==> src/design/grid_mesh_neighbor_indexer_assert.svh <==
// Assertion macros for the grid mesh neighbor indexer.
`ifndef GRID_MESH_NEIGHBOR_INDEXER_ASSERT_SVH
`define GRID_MESH_NEIGHBOR_INDEXER_ASSERT_SVH

`ifndef SYNTH
`define GMNI_ASSERT(lbl, expr, msg) \
  lbl: assert property (@(posedge clk_i) disable iff (!rst_ni) (expr)) else $error(msg);
`define GMNI_ASSERT_IMPL(lbl, ante, cons, msg) \
  lbl: assert property (@(posedge clk_i) disable iff (!rst_ni) (ante) |-> (cons)) \
    else $error(msg);
`else
`define GMNI_ASSERT(lbl, expr, msg)
`define GMNI_ASSERT_IMPL(lbl, ante, cons, msg)
`endif

`endif

==> src/design/gmni_pkg.sv <==
// Shared types and constants of the grid mesh neighbor indexer.
package gmni_pkg;

  localparam int unsigned SEC_W     = 8;
  localparam int unsigned POS_W     = 8;
  localparam int unsigned DIM_W     = 9;
  localparam int unsigned ID_W      = 16;
  localparam int unsigned TOT_W     = 17;
  localparam int unsigned NSLOT     = 6;
  localparam int unsigned QDEPTH    = 4;
  localparam int unsigned QPTR_W    = 2;
  localparam int unsigned CFG_IDX_W = 2;

  localparam logic [SEC_W-1:0] MIN_SECTIONS = 8'd3;
  localparam logic [SEC_W-1:0] RESET_SECTIONS = 8'd3;

  localparam logic [CFG_IDX_W-1:0] CFG_ROW_SECTIONS = 2'd0;
  localparam logic [CFG_IDX_W-1:0] CFG_COL_SECTIONS = 2'd1;
  localparam logic [CFG_IDX_W-1:0] CFG_ROWS_CLOSED  = 2'd2;
  localparam logic [CFG_IDX_W-1:0] CFG_COLS_CLOSED  = 2'd3;

  // Neighbor slots in emission order
  localparam int unsigned SLOT_PREV      = 0;
  localparam int unsigned SLOT_PREV_DOWN = 1;
  localparam int unsigned SLOT_DOWN      = 2;
  localparam int unsigned SLOT_NEXT      = 3;
  localparam int unsigned SLOT_NEXT_UP   = 4;
  localparam int unsigned SLOT_UP        = 5;

  typedef struct packed {
    logic [DIM_W-1:0] rows;
    logic [DIM_W-1:0] cols;
    logic [TOT_W-1:0] total;
    logic [TOT_W-1:0] total_m_cols;
    logic             rows_closed;
    logic             cols_closed;
    logic             mesh_ok;
  } cfg_t;

  typedef struct packed {
    logic             bad;
    logic [NSLOT-1:0] mask;
    logic [ID_W-1:0]  vid;
    logic [ID_W-1:0]  pid;
    logic [ID_W-1:0]  nid;
  } entry_t;

endpackage

==> src/design/gmni_in_if.sv <==
// Input channel: one vertex position per word.
interface gmni_in_if;
  import gmni_pkg::*;
  logic             valid;
  logic             ready;
  logic [POS_W-1:0] row_pos;
  logic [POS_W-1:0] col_pos;
  modport source (output valid, row_pos, col_pos, input ready);
  modport sink (input valid, row_pos, col_pos, output ready);
endinterface

==> src/design/gmni_out_if.sv <==
// Output channel: one neighbor index per word.
interface gmni_out_if;
  import gmni_pkg::*;
  logic            valid;
  logic            ready;
  logic [ID_W-1:0] vertex_id;
  logic [ID_W-1:0] neighbor_id;
  logic            last_neighbor;
  logic            bad_position;
  modport source (output valid, vertex_id, neighbor_id, last_neighbor, bad_position,
                  input ready);
  modport sink (input valid, vertex_id, neighbor_id, last_neighbor, bad_position,
                output ready);
endinterface

==> src/design/grid_mesh_neighbor_indexer.sv <==
// A position accepted by the front end is registered there, then written into the queue,
// then loaded into the output register, from which the sink takes its first neighbor word.
// Throughput: one result word per cycle while the sink is ready; a vertex gives 1 to 6
// neighbor words, one per set slot (a rejected position gives one).
// A four-word queue lets the front end keep accepting while the emitter is stalled.
// Reset (asynchronous, active low) empties the pipeline and queue and loads the
// section counts with 3 and both closed flags with 0.
module grid_mesh_neighbor_indexer import gmni_pkg::*; (
  input  logic                 clk_i,
  input  logic                 rst_ni,
  input  logic                 cfg_we_i,
  input  logic [CFG_IDX_W-1:0] cfg_idx_i,
  input  logic [SEC_W-1:0]     cfg_data_i,
  gmni_in_if.sink              in_i,
  gmni_out_if.source           out_o
);

  logic [SEC_W-1:0] row_sec_q, col_sec_q;
  logic             rows_closed_q, cols_closed_q;
  logic [TOT_W-1:0] total_q, total_d;
  logic [TOT_W-1:0] tmc_q, tmc_d;
  logic [DIM_W-1:0] rows, cols;
  cfg_t             cfg;

  always_ff @(posedge clk_i or negedge rst_ni) begin
    if (!rst_ni) begin
      row_sec_q     <= RESET_SECTIONS;
      col_sec_q     <= RESET_SECTIONS;
      rows_closed_q <= 1'b0;
      cols_closed_q <= 1'b0;
    end else if (cfg_we_i) begin
      case (cfg_idx_i)
        CFG_ROW_SECTIONS: row_sec_q     <= cfg_data_i;
        CFG_COL_SECTIONS: col_sec_q     <= cfg_data_i;
        CFG_ROWS_CLOSED:  rows_closed_q <= cfg_data_i[0];
        CFG_COLS_CLOSED:  cols_closed_q <= cfg_data_i[0];
        default: ;
      endcase
    end
  end

  always_comb begin
    rows    = DIM_W'(row_sec_q) + DIM_W'(!rows_closed_q);
    cols    = DIM_W'(col_sec_q) + DIM_W'(!cols_closed_q);
    total_d = TOT_W'(rows) * TOT_W'(cols);
    tmc_d   = total_q - TOT_W'(cols);
  end

  // Derived sizes: the total is registered from the section counts, then total minus cols from it
  always_ff @(posedge clk_i) begin
    total_q <= total_d;
    tmc_q   <= tmc_d;
  end

  always_comb begin
    cfg.rows         = rows;
    cfg.cols         = cols;
    cfg.total        = total_q;
    cfg.total_m_cols = tmc_q;
    cfg.rows_closed  = rows_closed_q;
    cfg.cols_closed  = cols_closed_q;
    cfg.mesh_ok      = (row_sec_q >= MIN_SECTIONS) && (col_sec_q >= MIN_SECTIONS);
  end

  entry_t f_ent, q_head;
  logic   f_valid, f_ready, q_valid, q_pop;

  gmni_front u_front (
    .clk_i       (clk_i),
    .rst_ni      (rst_ni),
    .cfg_i       (cfg),
    .in_i        (in_i),
    .ent_o       (f_ent),
    .ent_valid_o (f_valid),
    .ent_ready_i (f_ready)
  );

  gmni_fifo u_fifo (
    .clk_i       (clk_i),
    .rst_ni      (rst_ni),
    .in_valid_i  (f_valid),
    .in_ready_o  (f_ready),
    .in_data_i   (f_ent),
    .out_valid_o (q_valid),
    .out_ready_i (q_pop),
    .out_data_o  (q_head)
  );

  gmni_back u_back (
    .clk_i        (clk_i),
    .rst_ni       (rst_ni),
    .cfg_i        (cfg),
    .head_i       (q_head),
    .head_valid_i (q_valid),
    .head_pop_o   (q_pop),
    .out_o        (out_o)
  );

endmodule

==> src/design/gmni_front.sv <==
// Front end: accept positions, range check, row base and neighbor slot mask.
module gmni_front import gmni_pkg::*; (
  input  logic   clk_i,
  input  logic   rst_ni,
  input  cfg_t   cfg_i,
  gmni_in_if.sink in_i,
  output entry_t ent_o,
  output logic   ent_valid_o,
  input  logic   ent_ready_i
);

  logic             s1_valid_q;
  logic [POS_W-1:0] s_q, s_d;
  logic [POS_W-1:0] t_q, t_d;
  logic             bad_q, bad_d;
  logic [ID_W-1:0]  rb_q, rb_d;
  logic [TOT_W-1:0] prod;
  logic             advance;

  assign advance    = !s1_valid_q || ent_ready_i;
  assign in_i.ready = advance;

  always_comb begin
    s_d   = in_i.row_pos;
    t_d   = in_i.col_pos;
    bad_d = !cfg_i.mesh_ok || ({1'b0, in_i.row_pos} >= cfg_i.rows) ||
            ({1'b0, in_i.col_pos} >= cfg_i.cols);
    prod  = TOT_W'(in_i.row_pos) * TOT_W'(cfg_i.cols);
    rb_d  = prod[ID_W-1:0];
  end

  always_ff @(posedge clk_i or negedge rst_ni) begin
    if (!rst_ni) begin
      s1_valid_q <= 1'b0;
    end else if (advance) begin
      s1_valid_q <= in_i.valid;
    end
  end

  always_ff @(posedge clk_i) begin
    if (advance && in_i.valid) begin
      s_q   <= s_d;
      t_q   <= t_d;
      bad_q <= bad_d;
      rb_q  <= rb_d;
    end
  end

  // Classify borders and build the queue word
  logic             t_first, t_last, s_first, s_last;
  logic             has_prev, has_next, has_down, has_up;
  logic [DIM_W-1:0] t9, pcol, ncol;

  always_comb begin
    t9       = {1'b0, t_q};
    t_first  = (t_q == '0);
    t_last   = (t9 == cfg_i.cols - DIM_W'(1));
    s_first  = (s_q == '0);
    s_last   = ({1'b0, s_q} == cfg_i.rows - DIM_W'(1));
    has_prev = !t_first || cfg_i.cols_closed;
    has_next = !t_last || cfg_i.cols_closed;
    has_down = !s_last || cfg_i.rows_closed;
    has_up   = !s_first || cfg_i.rows_closed;
    pcol     = t_first ? cfg_i.cols - DIM_W'(1) : t9 - DIM_W'(1);
    ncol     = t_last ? '0 : t9 + DIM_W'(1);

    ent_o.bad = bad_q;
    ent_o.vid = rb_q + ID_W'(t_q);
    ent_o.pid = rb_q + ID_W'(pcol);
    ent_o.nid = rb_q + ID_W'(ncol);
    ent_o.mask                 = '0;
    ent_o.mask[SLOT_PREV]      = has_prev;
    ent_o.mask[SLOT_PREV_DOWN] = has_prev && has_down;
    ent_o.mask[SLOT_DOWN]      = has_down;
    ent_o.mask[SLOT_NEXT]      = has_next;
    ent_o.mask[SLOT_NEXT_UP]   = has_next && has_up;
    ent_o.mask[SLOT_UP]        = has_up;
    // A rejected position gives a single flagged word
    if (bad_q) begin
      ent_o.mask            = '0;
      ent_o.mask[SLOT_PREV] = 1'b1;
    end
  end

  assign ent_valid_o = s1_valid_q;

endmodule

==> src/design/gmni_fifo.sv <==
// Short queue between the front end and the emitter.
module gmni_fifo import gmni_pkg::*; (
  input  logic   clk_i,
  input  logic   rst_ni,
  input  logic   in_valid_i,
  output logic   in_ready_o,
  input  entry_t in_data_i,
  output logic   out_valid_o,
  input  logic   out_ready_i,
  output entry_t out_data_o
);

  entry_t            mem_q [QDEPTH];
  logic [QPTR_W-1:0] wr_ptr_q, rd_ptr_q;
  logic [QPTR_W:0]   count_q;
  logic              push, pop;

  assign in_ready_o  = (count_q != (QPTR_W+1)'(QDEPTH));
  assign out_valid_o = (count_q != '0);
  assign out_data_o  = mem_q[rd_ptr_q];
  assign push        = in_valid_i && in_ready_o;
  assign pop         = out_valid_o && out_ready_i;

  always_ff @(posedge clk_i or negedge rst_ni) begin
    if (!rst_ni) begin
      wr_ptr_q <= '0;
      rd_ptr_q <= '0;
      count_q  <= '0;
    end else begin
      if (push) wr_ptr_q <= wr_ptr_q + QPTR_W'(1);
      if (pop) rd_ptr_q <= rd_ptr_q + QPTR_W'(1);
      if (push && !pop) begin
        count_q <= count_q + (QPTR_W+1)'(1);
      end else if (pop && !push) begin
        count_q <= count_q - (QPTR_W+1)'(1);
      end
    end
  end

  always_ff @(posedge clk_i) begin
    if (push) begin
      mem_q[wr_ptr_q] <= in_data_i;
    end
  end

endmodule

==> src/design/gmni_back.sv <==
// Emitter: walk the slot mask of the head word, one neighbor index a cycle while the sink is ready.
module gmni_back import gmni_pkg::*; (
  input  logic   clk_i,
  input  logic   rst_ni,
  input  cfg_t   cfg_i,
  input  entry_t head_i,
  input  logic   head_valid_i,
  output logic   head_pop_o,
  gmni_out_if.source out_o
);

  `include "grid_mesh_neighbor_indexer_assert.svh"

  logic [NSLOT-1:0] done_q;
  logic [NSLOT-1:0] rem, sel;
  logic             last, load;
  logic [ID_W-1:0]  base;
  logic [TOT_W-1:0] off;
  logic [TOT_W:0]   sum, red;

  logic             out_valid_q;
  logic [ID_W-1:0]  vid_q, nid_q;
  logic             last_q, bad_q;

  always_comb begin
    rem  = head_i.mask & ~done_q;
    sel  = rem & (~rem + NSLOT'(1));
    last = ((rem & ~sel) == '0);
    load = head_valid_i && (!out_valid_q || out_o.ready);

    base = head_i.vid;
    if (sel[SLOT_PREV] || sel[SLOT_PREV_DOWN]) begin
      base = head_i.pid;
    end else if (sel[SLOT_NEXT] || sel[SLOT_NEXT_UP]) begin
      base = head_i.nid;
    end

    off = '0;
    if (sel[SLOT_PREV_DOWN] || sel[SLOT_DOWN]) begin
      off = TOT_W'(cfg_i.cols);
    end else if (sel[SLOT_NEXT_UP] || sel[SLOT_UP]) begin
      off = cfg_i.total_m_cols;
    end

    // Wrap the row step modulo the vertex count
    sum = (TOT_W+1)'(base) + (TOT_W+1)'(off);
    red = (sum >= (TOT_W+1)'(cfg_i.total)) ? sum - (TOT_W+1)'(cfg_i.total) : sum;
  end

  assign head_pop_o = load && last;

  always_ff @(posedge clk_i or negedge rst_ni) begin
    if (!rst_ni) begin
      done_q      <= '0;
      out_valid_q <= 1'b0;
    end else begin
      if (load) begin
        done_q      <= last ? '0 : (done_q | sel);
        out_valid_q <= 1'b1;
      end else if (out_o.ready) begin
        out_valid_q <= 1'b0;
      end
    end
  end

  always_ff @(posedge clk_i) begin
    if (load) begin
      vid_q  <= head_i.bad ? '0 : head_i.vid;
      nid_q  <= head_i.bad ? '0 : red[ID_W-1:0];
      last_q <= last;
      bad_q  <= head_i.bad;
    end
  end

  assign out_o.valid         = out_valid_q;
  assign out_o.vertex_id     = vid_q;
  assign out_o.neighbor_id   = nid_q;
  assign out_o.last_neighbor = last_q;
  assign out_o.bad_position  = bad_q;

  `GMNI_ASSERT_IMPL(a_bad_single, out_valid_q && bad_q, last_q && vid_q == '0 && nid_q == '0, "bad word not a lone zero word")
  `GMNI_ASSERT_IMPL(a_head_has_work, head_valid_i, rem != '0, "head word with no slot left")
  `GMNI_ASSERT_IMPL(a_pop_on_last, head_pop_o, load && (rem & ~sel) == '0, "head dropped before last slot")

endmodule
==> src/flat_wrapper.sv <==
// flat-port wrapper written by rule: the top's interface ports become plain ports
module grid_mesh_neighbor_indexer_flat import gmni_pkg::*;
  (clk_i, rst_ni, cfg_we_i, cfg_idx_i, cfg_data_i, in_i_valid, in_i_row_pos, in_i_col_pos, in_i_ready, out_o_valid, out_o_vertex_id, out_o_neighbor_id, out_o_last_neighbor, out_o_bad_position, out_o_ready);
  gmni_in_if in_i_i ();
  gmni_out_if out_o_i ();
  input  logic clk_i;
  input  logic rst_ni;
  input  logic cfg_we_i;
  input  logic [CFG_IDX_W-1:0] cfg_idx_i;
  input  logic [SEC_W-1:0] cfg_data_i;
  input wire logic [$bits(in_i_i.valid)-1:0] in_i_valid;
  input wire logic [$bits(in_i_i.row_pos)-1:0] in_i_row_pos;
  input wire logic [$bits(in_i_i.col_pos)-1:0] in_i_col_pos;
  output wire logic [$bits(in_i_i.ready)-1:0] in_i_ready;
  output wire logic [$bits(out_o_i.valid)-1:0] out_o_valid;
  output wire logic [$bits(out_o_i.vertex_id)-1:0] out_o_vertex_id;
  output wire logic [$bits(out_o_i.neighbor_id)-1:0] out_o_neighbor_id;
  output wire logic [$bits(out_o_i.last_neighbor)-1:0] out_o_last_neighbor;
  output wire logic [$bits(out_o_i.bad_position)-1:0] out_o_bad_position;
  input wire logic [$bits(out_o_i.ready)-1:0] out_o_ready;
  assign in_i_i.valid = in_i_valid;
  assign in_i_i.row_pos = in_i_row_pos;
  assign in_i_i.col_pos = in_i_col_pos;
  assign in_i_ready = in_i_i.ready;
  assign out_o_valid = out_o_i.valid;
  assign out_o_vertex_id = out_o_i.vertex_id;
  assign out_o_neighbor_id = out_o_i.neighbor_id;
  assign out_o_last_neighbor = out_o_i.last_neighbor;
  assign out_o_bad_position = out_o_i.bad_position;
  assign out_o_i.ready = out_o_ready;
  grid_mesh_neighbor_indexer u_core (.clk_i(clk_i), .rst_ni(rst_ni), .cfg_we_i(cfg_we_i), .cfg_idx_i(cfg_idx_i), .cfg_data_i(cfg_data_i), .in_i(in_i_i), .out_o(out_o_i));
endmodule
==> config.mk <==
export PLATFORM = sky130hd
export DESIGN_NAME = grid_mesh_neighbor_indexer_flat
export DESIGN_NICKNAME = d
export VERILOG_FILES = /design/src/design/gmni_pkg.sv /design/src/design/gmni_in_if.sv /design/src/design/gmni_out_if.sv /design/src/design/grid_mesh_neighbor_indexer.sv /design/src/design/gmni_front.sv /design/src/design/gmni_fifo.sv /design/src/design/gmni_back.sv /design/src/flat_wrapper.sv
export VERILOG_INCLUDE_DIRS = /design/src /design/src/design
export SDC_FILE = /design/constraint.sdc
export NUM_CORES = 1
export LEC_CHECK = 0
export BUFFER_PORTS_ARGS = -buffer_cell sky130_fd_sc_hd__buf_2
export CORE_MARGIN = 2
export CORE_UTILIZATION = 55
export DETAILED_ROUTE_END_ITERATION = 16
export PLACE_DENSITY = 0.76
export SYNTH_ARGS = -nofsm -noshare
export SYNTH_HDL_FRONTEND = slang
export SYNTH_SLANG_ARGS = --single-unit
==> constraint.sdc <==
create_clock -name clk_i -period 6.4 [get_ports clk_i]
set_input_delay 0 -clock clk_i [delete_from_list [all_inputs] [get_ports clk_i]]
set_output_delay 0 -clock clk_i [all_outputs]
set_load 0.03 [all_outputs]
==> run_results.csv, run 1 <==
group,metric,value,unit
outcome,run_status,"complete, no violations",
floorplan,design.die.area,41900,µm²
yosys,async_reset_ff_frac,0.0932,
yosys,synth-seq-cells,354,
timing,hold_viol_final,0,
floorplan,start_util,0.558,
worst_setup_path,critical_path_class,"register to register",
flow_run,maxCapViolCount,0,
yosys,synth.yosys.seq_area_share,0.457,
cts,cts_tree,"built",
cts,root_buffer,"clkbuf_16",
floorplan,num_rows,73,
yosys,netlist_area,22200,µm²
worst_setup_path,crit_top_cell,"a21o_1",
global_route,grt_max_degree,56,
global_route,grt_pass1_wl,82.9,mm
yosys,synthFlopType,"edfxtp_1",
yosys,synth_nets,2143,
worst_setup_path,worstPathArrival,6.39,ns
route,post_drt_wl_per_cell,20.8,µm
layout,seqCellArea,10100,µm²
timing,period_needed,6.13,ns
cts,clock_latency,0.56,ns
timing,fin_crit_sh,0.959,
global_route,grt_antenna_before_repair,1,
yosys,yosysWarnings,0,
yosys,synthDistinctLibCells,76,
worst_setup_path,max_stage_delay,0.51,ns
route,vias,14600,
worst_setup_path,cp-start-kind,"register",
timing,final.setup.worst_slack,0.265,ns
worst_hold_path,worstHoldPathType,"primary input to asynchronous set/reset pin",
worst_setup_path,critPathCaptureType,"register",
yosys,postSynthAreaPerCell,12.0,µm²
layout,fillers,2965,
placed_design,gp_congestion,0.892,
route,via_per_inst,5.77,
worst_setup_path,slowest_stage,"dfrtp_4",
layout,final_common_cell,"edfxtp_1",
layout,finish.utilization,0.627,
global_route,globalRoute.totalOverflow,0,
timing,relSlewSlack,0.412,
yosys,syn_inst,1847,
floorplan,fp.dieW,205,µm
timing,finalMaxSlewViolations,0,
route,ant_nets,0,
route,wirelength,52.9,mm
floorplan,die_y,205,µm
placed_design,dp_hpwl,37.9,mm
worst_setup_path,crit_required,6.66,ns
timing,finClkSkew,0.0305,ns
timing,fmax,163,MHz
yosys,synth_top_cell_by_area,"edfxtp_1",
placed_design,place_ws,-0.160,ns
global_route,grt.total_usage,0.261,
layout,fin_nets,2277,
layout,drive_gt1_frac,0.140,
timing,finalSetupTns,0,ns
global_route,grt_pass1_vias,15300,
route,remaining_drc_errors,0,
worst_setup_path,crit_fanout,8,
cts,clkTransAtPathRegs,0.06,ns
timing,finalSetupViolCount,0,
cts,cts_buffers,37,
layout,multi_input_area,11200,µm²
route,drtPass1Iterations,8,
layout,mostFrequentLayoutCells,"287 x edfxtp_1, 174 x inv_1, 168 x ha_1",
cts,clockBufferDepth,3,
floorplan,io_pins,67,
layout,area_growth,12.3,%
cts,cts_sinks,354,
cts,cts_max_level,2,
placed_design,portBuffers,66,
yosys,synth-edff-count,287,
route,drt_iter0_drc,1260,
floorplan,core,39700,µm²
timing,worstMarginPinSlew,0.882,ns
yosys,synth_top_area_share,0.389,
yosys,synthTopCellsByArea,"edfxtp_1 39%, ha_1 9.5%, fa_1 8.8%, mux4_2 5.4%, xnor2_1 4.3%",
kinds of logic after synthesis:
family / after synthesis / synth area share
buffers and inverters: 234 / 0.0407
DFF: 354 / 0.457
muxes: 107 / 0.0808
and+or+nand+nor: 503 / 0.110
AOI/OAI and AO/OA: 216 / 0.0625
xor gates and xnor gates: 167 / 0.0663
adders and majority gates: 266 / 0.183
critical path: cells and delay by family (launching register included):
kind            cells  cell delay, ns
mux                 3            0.77
flops               1            0.51
simple gates        4            0.59
xor+xnor            1            0.14
compound gates     14            2.25
fa+ha+maj           3            0.90
buf+inv             4            0.66
flip-flops by register name, summed over array words and instances, names as in the netlist:
signal	count
u_core.u_front.s_q	8
u_core.u_front.t_q	8
u_core.u_fifo.rd_ptr_q	2
u_core.row_sec_q	8
u_core.u_front.ent_valid_o	1
u_core.total_q	17
u_core.u_fifo.mem_q	220
u_core.cols_closed_q	1
u_core.u_back.done_q	6
u_core.u_back.out_o.neighbor_id	16
u_core.tmc_q	17
u_core.rows_closed_q	1
u_core.u_back.out_o.valid	1
u_core.u_fifo.count_q	3
u_core.u_fifo.wr_ptr_q	2
u_core.u_back.out_o.bad_position	1
u_core.u_front.rb_q	16
u_core.u_back.out_o.vertex_id	16
u_core.u_back.out_o.last_neighbor	1
u_core.u_front.bad_q	1
u_core.col_sec_q	8
layout make-up:
type / count / area share
clock buffers: 49 / 0.0399
multi-input cells: 1259 / 0.449
inverters: 184 / 0.0277
diodes: 1 / 0.000101
clock inverters: 18 / 0.00689
well taps: 525 / 0.0264
repair buffers: 145 / 0.0424
flip-flops and latches: 354 / 0.407
cells in the mapped netlist (4+ instances only):
cell      number
nor2b_1       33
mux2_2        19
dfstp_2        4
xnor2_1      108
or3_1          8
clkinv_1       7
nor2_1       141
nand2b_1      16
o21a_1         5
mux2i_1       33
inv_1        174
or2_2          5
edfxtp_1     287
a31oi_1        8
buf_1          8
dfxtp_1       34
o21bai_1       9
nor3_1        25
fa_1          97
a21boi_0       8
nand4_1       10
a21oi_1       75
mux4_2        53
and3_1        15
and2_1        45
a21o_1        35
nand3_1       32
dfrtp_1       29
clkbuf_1      35
nor4_1         4
xor2_1        58
ha_1         168
buf_2          4
o21ai_0       40
nand2_1      148
stage by stage:
stage	std cells	area (µm²)	hold slack (ns)
floorplan	1847	22200	-0.296
global placement	2422	23200	0.119
detailed placement	2422	23200	0.121
CTS	2521	24700	0.0644
global route	2535	24900	0.142
finish	2535	24900	0.0617
final timing paths:
path | start | end | slack [ns] | cells past startpoint
worst max-delay path | u_core.u_fifo.rd_ptr_q[0]$_DFFE_PN0P_ | u_core.u_back.out_o.neighbor_id[4]$_SDFFCE_PP0P_ | 0.27 | 29
worst min-delay path | rst_ni | u_core.row_sec_q[3]$_DFFE_PN0P_ | 0.06 | 2
worst max register to register | u_core.u_fifo.rd_ptr_q[0]$_DFFE_PN0P_ | u_core.u_back.out_o.neighbor_id[4]$_SDFFCE_PP0P_ | 0.27 | 29
worst min register to register | u_core.u_back.done_q[1]$_DFFE_PN0P_ | u_core.u_back.done_q[1]$_DFFE_PN0P_ | 0.52 | 2
max in group asynchronous | rst_ni | u_core.u_fifo.rd_ptr_q[0]$_DFFE_PN0P_ | 5.72 | 2
min in group clk_i | in_i_col_pos[3] | u_core.u_front.t_q[3]$_DFFE_PP_ | 0.20 | 2
timing repair:
item	in CTS	in global routing
cloned	0	2
endpoints found under the hold margin	70	0
pin swaps	0	4
buffers inserted	0	11
hold buffers	32	0
resized for setup	4	11
endpoints found under the setup margin	16	17
layer usage:
layer	global-route usage	vias to the layer above	wire [µm]
met1	0.330	7249	21400
met5	0	-	0
met4	0.106	0	2260
li1	-	6725	-
met2	0.449	533	26000
met3	0.0410	120	3280
Power of run 1 is not shown: default switching activity piles up to over one toggle a cycle in this logic, so the estimate is an artifact.
==> inputs of run 2 (changes only) <==
--- a/config.mk
+++ b/config.mk
@@ -10,7 +10,7 @@
 export CORE_MARGIN = 2
 export CORE_UTILIZATION = 55
 export DETAILED_ROUTE_END_ITERATION = 16
-export PLACE_DENSITY = 0.76
+export PLACE_DENSITY = 0.75
 export SYNTH_ARGS = -nofsm -noshare
 export SYNTH_HDL_FRONTEND = slang
 export SYNTH_SLANG_ARGS = --single-unit
==> constraint.sdc (replaced) <==
create_clock -name clk_i -period 6.4 [get_ports clk_i]
set_input_delay 0 -clock clk_i [delete_from_list [all_inputs] [get_ports clk_i]]
set_output_delay 0 -clock clk_i [all_outputs]
set_load 0.01 [all_outputs]
==> run_results.csv, run 2 (synthesis results as in run 1) <==
group,metric,value,unit
outcome,run_status,"complete, no violations",
worst_setup_path,path_cells,"buf_6 > mux4_2 > and2b_2 > nor2_1 > nor2_4 > buf_4 > mux2i_1 > a21oi_1 > ha_1 > a21oi_1 > o21ai_0 > a31oi_4 > xnor2_1 > ha_1 > a21o_1 > a21o_1 > a21o_1 > a21o_1 > a21oi_1 > a21boi_0 > a311oi_4 > buf_12 > mux2i_1 > nor2_1",
cts,cts_buffers,38,
worst_setup_path,max_stage_delay,0.54,ns
worst_setup_path,critPathBufInv,3,
global_route,global_route.usage.met1,0.318,
layout,finish.utilization,0.627,
global_route,grt_use_met3,0.0485,
cts,clock_latency,0.56,ns
timing,fin_crit_sh,0.947,
route,vias,14500,
timing,relSlewSlack,0.216,
worst_setup_path,crit_required,6.66,ns
cts,cts_sinks,354,
timing,fmax,165,MHz
timing,worstMarginPinSlew,1.17,ns
floorplan,design.die.area,41900,µm²
global_route,grt_pass1_vias,15100,
timing,period_needed,6.06,ns
global_route,grt_max_degree,56,
route,via_per_inst,5.74,
global_route,globalRoute.totalOverflow,0,
floorplan,start_util,0.558,
cts,root_buffer,"clkbuf_16",
layout,final_common_cell,"edfxtp_1",
floorplan,io_pins,67,
worst_hold_path,worstHoldPathType,"primary input to asynchronous set/reset pin",
floorplan,num_rows,73,
worst_setup_path,worstPathArrival,6.33,ns
worst_setup_path,critPathCaptureType,"register",
layout,area_growth,12.4,%
floorplan,fp.dieW,205,µm
route,ant_nets,0,
layout,drive_gt1_frac,0.143,
route,drt_iter0_drc,1205,
layout,regMostFlops,"u_core.u_fifo.mem_q",
layout,fin_nets,2276,
layout,fillers,3017,
worst_setup_path,cp-start-kind,"register",
global_route,grt_pass1_wl,80.5,mm
placed_design,portBuffers,66,
global_route,grt-busiest-layer,"met2",
cts,clkTransAtPathRegs,0.06,ns
layout,multi_input_area,11200,µm²
route,wirelength,50.3,mm
route,drtPass1Iterations,5,
placed_design,gp_congestion,0.902,
layout,largest_reg_flops,220,
timing,hold_viol_final,0,
layout,seqCellArea,10100,µm²
route,post_drt_wl_per_cell,19.9,µm
worst_setup_path,critical_path_class,"register to register",
global_route,grt_antenna_before_repair,0,
cts,cts_tree,"built",
global_route,use_met2,0.419,
floorplan,die_y,205,µm
layout,reg_top3,"u_core.u_fifo.mem_q (220), u_core.tmc_q (17), u_core.total_q (17)",
placed_design,dp_hpwl,36.5,mm
route,remaining_drc_errors,0,
worst_setup_path,crit_fanout,17,
layout,mostFrequentLayoutCells,"287 x edfxtp_1, 174 x inv_1, 168 x ha_1",
timing,finalSetupViolCount,0,
cts,cts_max_level,2,
timing,finalMaxSlewViolations,0,
global_route,grt.total_usage,0.251,
layout,antenna-diode-count,0,
worst_setup_path,slowest_stage,"mux4_2",
cts,clockBufferDepth,3,
timing,finClkSkew,0.0226,ns
worst_setup_path,crit_top_cell,"a21o_1",
flow_run,maxCapViolCount,0,
worst_setup_path,cp_top_family,"compound AO/OA/AOI/OAI gates",
floorplan,core,39700,µm²
run 2: layout make-up:
type / instances / area share
multi-input cells: 1259 / 0.448
flip-flops and latches: 354 / 0.407
clock buffers: 48 / 0.0425
repair buffers: 143 / 0.0408
inverters: 184 / 0.0277
well taps: 525 / 0.0263
clock inverters: 20 / 0.00793
run 2: routing by layer:
metal  wire length (µm)  up-vias
li1                   -     6718
met1              20600     7184
met2              24000      518
met3               3400      125
met4               2240        0
met5                  0        -
run 2: final timing paths:
kind / start / end / slack (ns) / cells past startpoint
hold / removal: rst_ni / u_core.cols_closed_q$_DFFE_PN0P_ / 0.12 / 2
min in group clk_i: out_o_ready / u_core.u_back.out_o.valid$_DFFE_PN0P_ / 0.18 / 3
setup reg to reg: u_core.u_fifo.rd_ptr_q[0]$_DFFE_PN0P_ / u_core.u_back.out_o.neighbor_id[15]$_SDFFCE_PP0P_ / 0.34 / 24
hold reg to reg: u_core.u_back.done_q[2]$_DFFE_PN0P_ / u_core.u_back.done_q[2]$_DFFE_PN0P_ / 0.49 / 2
max in group asynchronous: rst_ni / u_core.u_fifo.rd_ptr_q[0]$_DFFE_PN0P_ / 5.62 / 2
setup / recovery: u_core.u_fifo.rd_ptr_q[0]$_DFFE_PN0P_ / u_core.u_back.out_o.neighbor_id[15]$_SDFFCE_PP0P_ / 0.34 / 24
run 2: metrics by stage:
| step | hold WS [ns] | TNS, ns | instance area (µm²) | instances | worst slack (ns) |
|---|---|---|---|---|---|
| 5_1_grt | 0.177 | -0.0188 | 24900 | 2533 | -0.0188 |
| 4_1_cts | 0.108 | 0 | 24900 | 2531 | 0.234 |
| 6_report | 0.124 | 0 | 24900 | 2533 | 0.339 |
| 3_5_place_dp | 0.167 | 0 | 23300 | 2433 | 0.266 |
| 2_1_floorplan | -0.296 | 0 | 22200 | 1847 | 0.203 |
| 3_3_place_gp | 0.159 | 0 | 23300 | 2433 | 0.412 |
run 2: worst reg2reg max path, delay by kind of cell (launching register included):
| kind | cells | cell delay, ns |
|---|---|---|
| simple gates | 4 | 0.56 |
| xor+xnor | 1 | 0.18 |
| buf+inv | 3 | 0.62 |
| compound gates | 11 | 2.33 |
| flops | 1 | 0.48 |
| fa+ha+maj | 2 | 0.71 |
| mux | 3 | 0.88 |
run 2: repair_timing:
| item | in CTS | in global routing |
|---|---|---|
| endpoints found under the setup margin | 0 | 16 |
| setup buffers | 0 | 2 |
| hold buffers | 30 | 0 |
| endpoints found under the hold margin | 66 | 0 |
| gates resized for setup | 0 | 6 |
Power of run 2 is left out for the same reason.
